<file path="src/rtl/owb_pkg.sv">
package owb_pkg;

    localparam int TIMER_W         = 10;
    localparam int CFG_IDX_W       = 4;
    localparam int WAIT_HIGH_TICKS = 248;

    // configuration register indexes
    localparam logic [CFG_IDX_W-1:0] REG_RESET_LOW      = 4'd0;
    localparam logic [CFG_IDX_W-1:0] REG_PRESENCE_DELAY = 4'd1;
    localparam logic [CFG_IDX_W-1:0] REG_RESET_RECOVERY = 4'd2;
    localparam logic [CFG_IDX_W-1:0] REG_SHORT_LOW      = 4'd3;
    localparam logic [CFG_IDX_W-1:0] REG_SAMPLE_DELAY   = 4'd4;
    localparam logic [CFG_IDX_W-1:0] REG_ONE_RECOVERY   = 4'd5;
    localparam logic [CFG_IDX_W-1:0] REG_ZERO_LOW       = 4'd6;
    localparam logic [CFG_IDX_W-1:0] REG_ZERO_RECOVERY  = 4'd7;

    localparam logic [TIMER_W-1:0] RST_RESET_LOW      = 10'd480;
    localparam logic [TIMER_W-1:0] RST_PRESENCE_DELAY = 10'd70;
    localparam logic [TIMER_W-1:0] RST_RESET_RECOVERY = 10'd410;
    localparam logic [TIMER_W-1:0] RST_SHORT_LOW      = 10'd5;
    localparam logic [TIMER_W-1:0] RST_SAMPLE_DELAY   = 10'd8;
    localparam logic [TIMER_W-1:0] RST_ONE_RECOVERY   = 10'd52;
    localparam logic [TIMER_W-1:0] RST_ZERO_LOW       = 10'd65;
    localparam logic [TIMER_W-1:0] RST_ZERO_RECOVERY  = 10'd5;

    // command codes on the cmd port
    localparam logic [2:0] CMD_CODE_RESET   = 3'd1;
    localparam logic [2:0] CMD_CODE_WRITE   = 3'd2;
    localparam logic [2:0] CMD_CODE_READ    = 3'd3;
    localparam logic [2:0] CMD_CODE_DEPOWER = 3'd4;

    typedef enum logic [2:0] {
        KIND_TICK,
        KIND_RESET,
        KIND_WRITE,
        KIND_READ,
        KIND_DEPOWER
    } kind_t;

    typedef enum logic [3:0] {
        PH_IDLE,
        PH_RWAIT,
        PH_RLOW,
        PH_RPRES,
        PH_RREC,
        PH_WLOW,
        PH_WMID,
        PH_WTAIL,
        PH_RDLOW,
        PH_RDMID,
        PH_RDTAIL
    } phase_t;

    typedef struct packed {
        kind_t      kind;
        logic [7:0] data;
        logic       sp;
        logic       line;
    } item_t;

    typedef struct packed {
        logic [TIMER_W-1:0] reset_low_time;
        logic [TIMER_W-1:0] presence_delay;
        logic [TIMER_W-1:0] reset_recovery;
        logic [TIMER_W-1:0] short_low_time;
        logic [TIMER_W-1:0] sample_delay;
        logic [TIMER_W-1:0] one_recovery;
        logic [TIMER_W-1:0] zero_low_time;
        logic [TIMER_W-1:0] zero_recovery;
    } cfg_t;

endpackage

</file>
<file path="src/rtl/owb_front.sv">
module owb_front (
    input  logic                clk,
    input  logic                rst_n,
    input  logic                in_valid,
    output logic                in_ready,
    input  logic [2:0]          cmd,
    input  logic [7:0]          data_byte,
    input  logic                strong_power,
    input  logic                line_level,
    output logic                q_valid,
    output owb_pkg::item_t      q_item,
    input  logic                q_pop
);

    owb_pkg::item_t mem_reg [2];
    owb_pkg::item_t item_dec;
    logic           wr_ptr_reg;
    logic           rd_ptr_reg;
    logic [1:0]     count_reg;
    logic           push;

    // classify the command; unknown codes act as a plain tick
    always_comb
    begin
        item_dec.data = data_byte;
        item_dec.sp   = strong_power;
        item_dec.line = line_level;
        case (cmd)
            owb_pkg::CMD_CODE_RESET:   item_dec.kind = owb_pkg::KIND_RESET;
            owb_pkg::CMD_CODE_WRITE:   item_dec.kind = owb_pkg::KIND_WRITE;
            owb_pkg::CMD_CODE_READ:    item_dec.kind = owb_pkg::KIND_READ;
            owb_pkg::CMD_CODE_DEPOWER: item_dec.kind = owb_pkg::KIND_DEPOWER;
            default:                   item_dec.kind = owb_pkg::KIND_TICK;
        endcase
    end

    assign in_ready = (count_reg != 2'd2);
    assign push     = in_valid && in_ready;
    assign q_valid  = (count_reg != 2'd0);
    assign q_item   = mem_reg[rd_ptr_reg];

    always_ff @(posedge clk)
    begin
        if (push)
        begin
            mem_reg[wr_ptr_reg] <= item_dec;
        end
    end

    always_ff @(posedge clk or negedge rst_n)
    begin
        if (!rst_n)
        begin
            wr_ptr_reg <= 1'b0;
            rd_ptr_reg <= 1'b0;
            count_reg  <= 2'd0;
        end
        else
        begin
            if (push)
            begin
                wr_ptr_reg <= ~wr_ptr_reg;
            end
            if (q_pop)
            begin
                rd_ptr_reg <= ~rd_ptr_reg;
            end
            count_reg <= count_reg + {1'b0, push} - {1'b0, q_pop};
        end
    end

`ifndef ASSERT_OFF
    a_count_range: assert property (@(posedge clk) disable iff (!rst_n)
        count_reg != 2'd3)
        else $error("queue count out of range");

    a_pop_nonempty: assert property (@(posedge clk) disable iff (!rst_n)
        q_pop |-> count_reg != 2'd0)
        else $error("pop from empty queue");
`endif

endmodule

</file>
<file path="src/rtl/owb_engine.sv">
module owb_engine (
    input  logic                clk,
    input  logic                rst_n,
    input  owb_pkg::cfg_t       cfg,
    input  logic                q_valid,
    input  owb_pkg::item_t      q_item,
    output logic                q_pop,
    output logic                out_valid,
    input  logic                out_ready,
    output logic                drive_low,
    output logic                drive_high,
    output logic                busy_res,
    output logic                done_res,
    output logic                presence,
    output logic                stuck_low,
    output logic [7:0]          read_data
);

    localparam int TW = owb_pkg::TIMER_W;

    owb_pkg::phase_t phase_reg, phase_next, ph_eff;
    logic [TW-1:0]   timer_reg, timer_next, tmr_eff, tmr_inc, len;
    logic [2:0]      bit_cnt_reg, bit_cnt_next, bc_eff;
    logic [7:0]      shift_reg, shift_next, shift_eff;
    logic            preq_reg, preq_next, preq_eff;
    logic            shon_reg, shon_next, shon_eff;
    logic            pres_reg, pres_next, pres_eff;
    logic            stuck_reg, stuck_next, stuck_eff;
    logic [7:0]      last_read_reg, last_read_next;
    logic            depower, bitv, bit_last, over, done;
    logic            dlow, dhigh, busy;

    logic            out_valid_reg;
    logic            drive_low_reg, drive_high_reg, busy_reg, done_reg;

    assign q_pop = q_valid && (!out_valid_reg || out_ready);

    // command start, only taken while idle
    always_comb
    begin
        ph_eff    = phase_reg;
        tmr_eff   = timer_reg;
        shift_eff = shift_reg;
        bc_eff    = bit_cnt_reg;
        preq_eff  = preq_reg;
        shon_eff  = shon_reg;
        pres_eff  = pres_reg;
        stuck_eff = stuck_reg;
        depower   = 1'b0;
        if (phase_reg == owb_pkg::PH_IDLE)
        begin
            case (q_item.kind)
                owb_pkg::KIND_RESET:
                begin
                    shon_eff  = 1'b0;
                    pres_eff  = 1'b0;
                    stuck_eff = 1'b0;
                    ph_eff    = owb_pkg::PH_RWAIT;
                    tmr_eff   = '0;
                end
                owb_pkg::KIND_WRITE:
                begin
                    shon_eff  = 1'b0;
                    shift_eff = q_item.data;
                    preq_eff  = q_item.sp;
                    bc_eff    = 3'd0;
                    ph_eff    = owb_pkg::PH_WLOW;
                    tmr_eff   = '0;
                end
                owb_pkg::KIND_READ:
                begin
                    shon_eff  = 1'b0;
                    shift_eff = 8'd0;
                    bc_eff    = 3'd0;
                    ph_eff    = owb_pkg::PH_RDLOW;
                    tmr_eff   = '0;
                end
                owb_pkg::KIND_DEPOWER:
                begin
                    shon_eff = 1'b0;
                    depower  = 1'b1;
                end
                default:
                begin
                end
            endcase
        end
    end

    assign bitv     = shift_eff[bc_eff];
    assign bit_last = (bc_eff == 3'd7);

    always_comb
    begin
        case (ph_eff)
            owb_pkg::PH_RWAIT:  len = TW'(owb_pkg::WAIT_HIGH_TICKS);
            owb_pkg::PH_RLOW:   len = cfg.reset_low_time;
            owb_pkg::PH_RPRES:  len = cfg.presence_delay;
            owb_pkg::PH_RREC:   len = cfg.reset_recovery;
            owb_pkg::PH_WLOW:   len = bitv ? cfg.short_low_time : cfg.zero_low_time;
            owb_pkg::PH_WMID:   len = cfg.sample_delay;
            owb_pkg::PH_WTAIL:  len = bitv ? cfg.one_recovery : cfg.zero_recovery;
            owb_pkg::PH_RDLOW:  len = cfg.short_low_time;
            owb_pkg::PH_RDMID:  len = cfg.sample_delay;
            owb_pkg::PH_RDTAIL: len = cfg.one_recovery;
            default:            len = '0;
        endcase
    end

    // a zero length or a timer wrap both end the phase
    assign tmr_inc = tmr_eff + 1'b1;
    assign over    = (tmr_inc >= len) || (tmr_inc == '0);

    // next state
    always_comb
    begin
        phase_next     = ph_eff;
        timer_next     = tmr_inc;
        bit_cnt_next   = bc_eff;
        shift_next     = shift_eff;
        preq_next      = preq_eff;
        shon_next      = shon_eff;
        pres_next      = pres_eff;
        stuck_next     = stuck_eff;
        last_read_next = last_read_reg;
        done           = depower;
        case (ph_eff)
            owb_pkg::PH_RWAIT:
            begin
                if (q_item.line)
                begin
                    phase_next = owb_pkg::PH_RLOW;
                    timer_next = '0;
                end
                else if (over)
                begin
                    stuck_next = 1'b1;
                    pres_next  = 1'b0;
                    phase_next = owb_pkg::PH_IDLE;
                    timer_next = '0;
                    done       = 1'b1;
                end
            end
            owb_pkg::PH_RLOW:
            begin
                if (over)
                begin
                    phase_next = owb_pkg::PH_RPRES;
                    timer_next = '0;
                end
            end
            owb_pkg::PH_RPRES:
            begin
                if (over)
                begin
                    pres_next  = ~q_item.line;
                    phase_next = owb_pkg::PH_RREC;
                    timer_next = '0;
                end
            end
            owb_pkg::PH_RREC:
            begin
                if (over)
                begin
                    phase_next = owb_pkg::PH_IDLE;
                    timer_next = '0;
                    done       = 1'b1;
                end
            end
            owb_pkg::PH_WLOW:
            begin
                if (over)
                begin
                    if (bit_last && preq_eff)
                    begin
                        shon_next = 1'b1;
                    end
                    phase_next = bitv ? owb_pkg::PH_WMID : owb_pkg::PH_WTAIL;
                    timer_next = '0;
                end
            end
            owb_pkg::PH_WMID:
            begin
                if (over)
                begin
                    phase_next = owb_pkg::PH_WTAIL;
                    timer_next = '0;
                end
            end
            owb_pkg::PH_WTAIL:
            begin
                if (over)
                begin
                    timer_next = '0;
                    if (bit_last)
                    begin
                        phase_next = owb_pkg::PH_IDLE;
                        done       = 1'b1;
                    end
                    else
                    begin
                        bit_cnt_next = bc_eff + 3'd1;
                        phase_next   = owb_pkg::PH_WLOW;
                    end
                end
            end
            owb_pkg::PH_RDLOW:
            begin
                if (over)
                begin
                    phase_next = owb_pkg::PH_RDMID;
                    timer_next = '0;
                end
            end
            owb_pkg::PH_RDMID:
            begin
                if (over)
                begin
                    shift_next = {q_item.line, shift_eff[7:1]};
                    phase_next = owb_pkg::PH_RDTAIL;
                    timer_next = '0;
                end
            end
            owb_pkg::PH_RDTAIL:
            begin
                if (over)
                begin
                    timer_next = '0;
                    if (bit_last)
                    begin
                        last_read_next = shift_eff;
                        phase_next     = owb_pkg::PH_IDLE;
                        done           = 1'b1;
                    end
                    else
                    begin
                        bit_cnt_next = bc_eff + 3'd1;
                        phase_next   = owb_pkg::PH_RDLOW;
                    end
                end
            end
            default:
            begin
                phase_next = owb_pkg::PH_IDLE;
                timer_next = '0;
            end
        endcase
    end

    // per tick outputs
    always_comb
    begin
        dlow  = (ph_eff == owb_pkg::PH_RLOW) || (ph_eff == owb_pkg::PH_WLOW) ||
                (ph_eff == owb_pkg::PH_RDLOW);
        dhigh = shon_eff && !dlow;
        busy  = depower || (ph_eff != owb_pkg::PH_IDLE);
    end

    always_ff @(posedge clk or negedge rst_n)
    begin
        if (!rst_n)
        begin
            phase_reg     <= owb_pkg::PH_IDLE;
            timer_reg     <= '0;
            bit_cnt_reg   <= 3'd0;
            shift_reg     <= 8'd0;
            preq_reg      <= 1'b0;
            shon_reg      <= 1'b0;
            pres_reg      <= 1'b0;
            stuck_reg     <= 1'b0;
            last_read_reg <= 8'd0;
            out_valid_reg <= 1'b0;
        end
        else
        begin
            if (q_pop)
            begin
                phase_reg     <= phase_next;
                timer_reg     <= timer_next;
                bit_cnt_reg   <= bit_cnt_next;
                shift_reg     <= shift_next;
                preq_reg      <= preq_next;
                shon_reg      <= shon_next;
                pres_reg      <= pres_next;
                stuck_reg     <= stuck_next;
                last_read_reg <= last_read_next;
                out_valid_reg <= 1'b1;
            end
            else if (out_ready)
            begin
                out_valid_reg <= 1'b0;
            end
        end
    end

    // result payload, loaded with each item
    always_ff @(posedge clk)
    begin
        if (q_pop)
        begin
            drive_low_reg  <= dlow;
            drive_high_reg <= dhigh;
            busy_reg       <= busy;
            done_reg       <= done;
        end
    end

    assign out_valid  = out_valid_reg;
    assign drive_low  = drive_low_reg;
    assign drive_high = drive_high_reg;
    assign busy_res   = busy_reg;
    assign done_res   = done_reg;
    assign presence   = pres_reg;
    assign stuck_low  = stuck_reg;
    assign read_data  = last_read_reg;

`ifndef ASSERT_OFF
    a_no_contention: assert property (@(posedge clk) disable iff (!rst_n)
        out_valid_reg |-> !(drive_low_reg && drive_high_reg))
        else $error("line driven low and high together");

    a_done_busy: assert property (@(posedge clk) disable iff (!rst_n)
        (out_valid_reg && done_reg) |-> busy_reg)
        else $error("done without busy");

    a_idle_tick: assert property (@(posedge clk) disable iff (!rst_n)
        (q_pop && phase_reg == owb_pkg::PH_IDLE && q_item.kind == owb_pkg::KIND_TICK)
        |=> phase_reg == owb_pkg::PH_IDLE)
        else $error("plain tick left idle");

    a_bit_step: assert property (@(posedge clk) disable iff (!rst_n)
        (q_pop && bit_cnt_next != bit_cnt_reg) |->
        (phase_reg == owb_pkg::PH_WTAIL || phase_reg == owb_pkg::PH_RDTAIL ||
         phase_reg == owb_pkg::PH_IDLE))
        else $error("bit count moved outside a slot end or start");
`endif

endmodule

</file>
<file path="src/rtl/onewire_bus_master.sv">
// 1-Wire bus master. Each input item is one microsecond tick carrying the
// sampled wire level and, while the master is idle, optionally a command
// (reset with presence detect, write byte LSB first with optional strong
// pull-up, read byte, depower); each item gives exactly one result with the
// line drive, busy and done flags, the last reset status and the last read
// byte. Items are taken into a two-entry queue and run through a phase
// sequencer that does one tick per clock, so the sustained rate is one item
// per cycle while results are taken. The queue entry written when an item
// is accepted feeds the sequencer, whose result register loads when that
// item is popped. A stalled result holds the queue, and in_ready drops
// once both entries are full. Timing registers are written through the
// cfg port, which is always ready, and should only be changed while no
// operation is in progress.
module onewire_bus_master (
    input  logic                            clk,
    input  logic                            rst_n,
    input  logic                            in_valid,
    output logic                            in_ready,
    input  logic [2:0]                      cmd,
    input  logic [7:0]                      data_byte,
    input  logic                            strong_power,
    input  logic                            line_level,
    output logic                            out_valid,
    input  logic                            out_ready,
    output logic                            drive_low,
    output logic                            drive_high,
    output logic                            busy_res,
    output logic                            done_res,
    output logic                            presence,
    output logic                            stuck_low,
    output logic [7:0]                      read_data,
    input  logic                            cfg_valid,
    output logic                            cfg_ready,
    input  logic [owb_pkg::CFG_IDX_W-1:0]   cfg_index,
    input  logic [owb_pkg::TIMER_W-1:0]     cfg_data
);

    owb_pkg::cfg_t  cfg_reg;
    owb_pkg::item_t q_item;
    logic           q_valid;
    logic           q_pop;

    assign cfg_ready = 1'b1;

    always_ff @(posedge clk or negedge rst_n)
    begin
        if (!rst_n)
        begin
            cfg_reg.reset_low_time <= owb_pkg::RST_RESET_LOW;
            cfg_reg.presence_delay <= owb_pkg::RST_PRESENCE_DELAY;
            cfg_reg.reset_recovery <= owb_pkg::RST_RESET_RECOVERY;
            cfg_reg.short_low_time <= owb_pkg::RST_SHORT_LOW;
            cfg_reg.sample_delay   <= owb_pkg::RST_SAMPLE_DELAY;
            cfg_reg.one_recovery   <= owb_pkg::RST_ONE_RECOVERY;
            cfg_reg.zero_low_time  <= owb_pkg::RST_ZERO_LOW;
            cfg_reg.zero_recovery  <= owb_pkg::RST_ZERO_RECOVERY;
        end
        else if (cfg_valid && cfg_ready)
        begin
            case (cfg_index)
                owb_pkg::REG_RESET_LOW:      cfg_reg.reset_low_time <= cfg_data;
                owb_pkg::REG_PRESENCE_DELAY: cfg_reg.presence_delay <= cfg_data;
                owb_pkg::REG_RESET_RECOVERY: cfg_reg.reset_recovery <= cfg_data;
                owb_pkg::REG_SHORT_LOW:      cfg_reg.short_low_time <= cfg_data;
                owb_pkg::REG_SAMPLE_DELAY:   cfg_reg.sample_delay   <= cfg_data;
                owb_pkg::REG_ONE_RECOVERY:   cfg_reg.one_recovery   <= cfg_data;
                owb_pkg::REG_ZERO_LOW:       cfg_reg.zero_low_time  <= cfg_data;
                owb_pkg::REG_ZERO_RECOVERY:  cfg_reg.zero_recovery  <= cfg_data;
                default:
                begin
                end
            endcase
        end
    end

    owb_front u_front (
        .clk          (clk),
        .rst_n        (rst_n),
        .in_valid     (in_valid),
        .in_ready     (in_ready),
        .cmd          (cmd),
        .data_byte    (data_byte),
        .strong_power (strong_power),
        .line_level   (line_level),
        .q_valid      (q_valid),
        .q_item       (q_item),
        .q_pop        (q_pop)
    );

    owb_engine u_engine (
        .clk        (clk),
        .rst_n      (rst_n),
        .cfg        (cfg_reg),
        .q_valid    (q_valid),
        .q_item     (q_item),
        .q_pop      (q_pop),
        .out_valid  (out_valid),
        .out_ready  (out_ready),
        .drive_low  (drive_low),
        .drive_high (drive_high),
        .busy_res   (busy_res),
        .done_res   (done_res),
        .presence   (presence),
        .stuck_low  (stuck_low),
        .read_data  (read_data)
    );

endmodule
</file>
<file path="config.mk">
export PLATFORM = sky130hd
export DESIGN_NAME = onewire_bus_master
export DESIGN_NICKNAME = d
export VERILOG_FILES = /design/src/rtl/owb_pkg.sv /design/src/rtl/owb_front.sv /design/src/rtl/owb_engine.sv /design/src/rtl/onewire_bus_master.sv
export SDC_FILE = /design/constraint.sdc
export NUM_CORES = 1
export LEC_CHECK = 0
export ABC_AREA = 0
export BUFFER_PORTS_ARGS = -buffer_cell sky130_fd_sc_hd__buf_2
export CORE_ASPECT_RATIO = 1.4
export CORE_MARGIN = 5
export CORE_UTILIZATION = 66
export DETAILED_ROUTE_END_ITERATION = 12
export PLACE_DENSITY_LB_ADDON = 0.15
export SKIP_CTS_REPAIR_TIMING = 1
export SYNTH_ARGS = -nofsm -noshare
export SYNTH_HDL_FRONTEND = slang
export SYNTH_SLANG_ARGS = --single-unit
</file>
<file path="constraint.sdc">
create_clock -name clk -period 8.13 [get_ports clk]
set_input_delay 1.2195 -clock clk [delete_from_list [all_inputs] [get_ports clk]]
set_output_delay 1.2195 -clock clk [all_outputs]
set_load 0.02 [all_outputs]
</file>
==> run_results.csv <==
group,metric,value,unit
global_route,antenna_found_initial,0,
yosys,seq_area_frac_synth,51.0,%
global_route,grt_pass1_vias,6202,
sta,finalHoldViolations,0,
sta,fin_crit_sh,74.4,%
die,dieArea,14100,um^2
drt,drtAntennaViolNets,0,
yosys,ys_ff_latch,152,
clock_network,cts_sinks,152,
final_layout,largest_reg_flops,80,
clock_network,path_clk_slew,0.07,ns
global_route,track_usage,29.5,%
yosys,syn_inst,659,
clock_network,ctsLongestPathBuffers,2,
yosys,synth_compound_area_share,13.5,%
drt,via_count,5815,
placement,place_hpwl,13.8,mm
sta,setup_viol,0,
sta,tns,0,ns
yosys,synthAdderAreaFrac,2.24,%
global_route,grt_max_degree,89,
yosys,ys_warn_count,0,
critical_path,crit_path_start_kind,"flip-flop",
drt,avgViaCountPerCell,6.75,
outcome,status,"finished clean",
sta,period_minus_slack,6.05,ns
critical_path,path_class,"reg -> reg",
yosys,synth-simple-area-share,11.5,%
power,ir_drop,0.194,mV
yosys,synth-xor-area-share,1.46,%
critical_path,reg2regPathDepth,15,
die,die_w,102,um
power,leakage,3.78,nW
min_path,worstHoldPathCells,1,
sta,fmax,165,MHz
job,cap_violations,0,
critical_path,rr_endpoint,"u_engine.shift_reg[4]$_DFFE_PN0P_",
min_path,holdCritStartpoint,"u_engine.read_data[4]$_DFFE_PN0P_",
final_layout,diodes,0,
yosys,synth_edf_count,30,
yosys,muxShareOfSynthArea,17.7,%
drt,drc,0,
critical_path,reg2reg_slack,2.08,ns
die,chipHeight,139,um
sta,tightest_slew,1.20,ns
placement,dp_slack,2.45,ns
yosys,synth_top_family_by_area,"multiplexers",
sta,setup_ws,2.08,ns
drt,wirelength,20.1,mm
drt,drt-wirelength-per-cell,23.3,um
power,powerDensity,343,nW/um^2
yosys,synthArstFlopShare,80.3,%
placement,portBuffers,47,
yosys,synth_area,7810,um^2
min_path,holdPathEnd,"u_engine.read_data[4]$_DFFE_PN0P_",
yosys,avgSynthCellArea,11.8,um^2
die,start_util,66.7,%
yosys,synth.distinct_cells,75,
min_path,min_path_type,"reg -> reg",
sta,grt_setup_unrepaired,"false",
die,rows,47,
yosys,synth-main-ff-cell,"dfrtp_1",
critical_path,worstReg2RegStart,"u_front.rd_ptr_reg$_DFFE_PN0P_",
die,coreArea,11700,um^2
yosys,synth_fp_nets,705,
clock_network,numCtsBuffers,17,
clock_network,cts_root_buffer,"clkbuf_16",
final_layout,drive_gt1_share,30.2,%
clock_network,ctsHtreeMaxLevel,4,
drt,drtPass1Iterations,5,
placement,gp_congestion,0.977,
clock_network,insertion_delay,0.42,ns
sta,relSlewSlack,19.6,%
critical_path,critPathRequiredTime,8.43,ns
final_layout,area_growth,12.4,%
power,total_power,3.01,mW
global_route,grt_pass1_wl,32.2,mm
clock_network,cts_tree,"done",
sta,slew_viol_final,0,
final_layout,nNetsFinal,748,
global_route,grt_overflow,0,
critical_path,crit_fanout,23,
die,ios,49,
critical_path,setup.worst_path.end_class,"flip-flop",
drt,first_iter_violations,451,
critical_path,arrival,6.35,ns
sta,fin_worst_skew,0.00941,ns
[per-stage QoR]
step | instances | utilization [%] | hold WS (ns) | area, um^2
2_1_floorplan | 659 | - | 0.460 | 7810
3_3_place_gp | 830 | 69.9 | 0.476 | 8180
3_5_place_dp | 830 | 69.9 | 0.484 | 8180
4_1_cts | 862 | 75.0 | 0.499 | 8770
5_1_grt | 862 | 75.0 | 0.508 | 8770
6_report | 862 | 75.0 | 0.500 | 8770
[worst max path at each step]
| stage | from | end | depth (start not counted) |
|---|---|---|---|
| final | u_front.rd_ptr_reg$_DFFE_PN0P_ | u_engine.shift_reg[4]$_DFFE_PN0P_ | 15 |
| after global routing | u_front.rd_ptr_reg$_DFFE_PN0P_ | u_engine.shift_reg[3]$_DFFE_PN0P_ | 15 |
| after CTS | u_front.rd_ptr_reg$_DFFE_PN0P_ | u_engine.shift_reg[4]$_DFFE_PN0P_ | 15 |
| after detailed placement | u_front.rd_ptr_reg$_DFFE_PN0P_ | u_engine.shift_reg[4]$_DFFE_PN0P_ | 14 |
| after global placement | u_engine.phase_reg[1]$_DFFE_PN0P_ | u_engine.shift_reg[3]$_DFFE_PN0P_ | 14 |
| after floorplan | u_engine.phase_reg[1]$_DFFE_PN0P_ | u_engine.phase_reg[2]$_DFFE_PN0P_ | 16 |
[report_power, final]
group          internal (mW)  switching [mW]  leakage [nW]  total (mW)
sequential             0.985           0.158          1.77        1.14
combinational          0.447           0.632          1.74        1.08
clock                  0.476           0.312         0.276       0.788
total                   1.91            1.10          3.78        3.01
[cell families (layout without fill, tap and decap cells)]
family          Yosys count  count (layout)
simple gates            170             170
flops                   152             152
compound gates          136             136
mux                     125             125
buf+inv                  48             104
fa+ha+maj                14              14
xor+xnor                 13              13
other cells               1               1
[metal layers]
metal	vias to the layer above	routed length, um	track usage [%]	share of wire (%)
met3	71	1170	5.74	5.8
met1	2916	7320	33.6	36
met5	-	0	0	0
li1	2583	-	-	-
met2	245	10600	51.1	53
met4	0	975	15.8	4.9
[layout by cell type, fill, tap and decap left out, drive strengths merged, types with 10 or more instances in the layout]
cell type and instances:
dfrtp 100, mux2 93, buf 57, nand2 50, nor2 40, mux2i 31
edfxtp 30, clkbuf 24, dfstp 22, o21ai 21, inv 16, a21oi 16
nand3 15, ha 14, o22ai 11, and2 10, a222oi 10, nor3 10
a211oi 10
[synth_stat cells (11+ instances only)]
master / count / area, um^2
dfrtp_1: 100 / 2500
edfxtp_1: 30 / 901
inv_1: 15 / 56.3
a21oi_1: 15 / 75.1
clkbuf_1: 18 / 67.6
dfstp_2: 22 / 578
o21ai_0: 17 / 85.1
ha_1: 14 / 175
nor2_1: 39 / 146
nand2_1: 50 / 188
nand3_1: 15 / 75.1
o22ai_1: 11 / 68.8
mux2i_1: 31 / 310
mux2_2: 93 / 1050
[critical path, stage by stage (launching register included)]
cell and delay (ns):
dfrtp_1 0.92, mux2i_1 0.38, o2111ai_1 0.34, a32o_1 0.36, a221oi_4 0.24, buf_4 0.40, mux2i_1 0.27, o22ai_1 0.11
and4b_1 0.29, ha_1 0.25, a2111oi_0 0.60, o31a_1 0.25, o31ai_1 0.09, a41oi_1 0.83, nor2_1 0.22, a221o_1 0.36
[cell type report]
| type | count | area (um^2) |
|---|---|---|
| Clock buffer | 24 | 514 |
| Clock inverter | 8 | 85.1 |
| Fill cell | 760 | 2930 |
| Inverter | 15 | 56.3 |
| Multi-Input combinational cell | 459 | 3640 |
| Sequential cell | 152 | 3980 |
| Tap cell | 147 | 184 |
| Timing Repair Buffer | 57 | 313 |
Note: power is estimated with default switching activity, not from simulation.
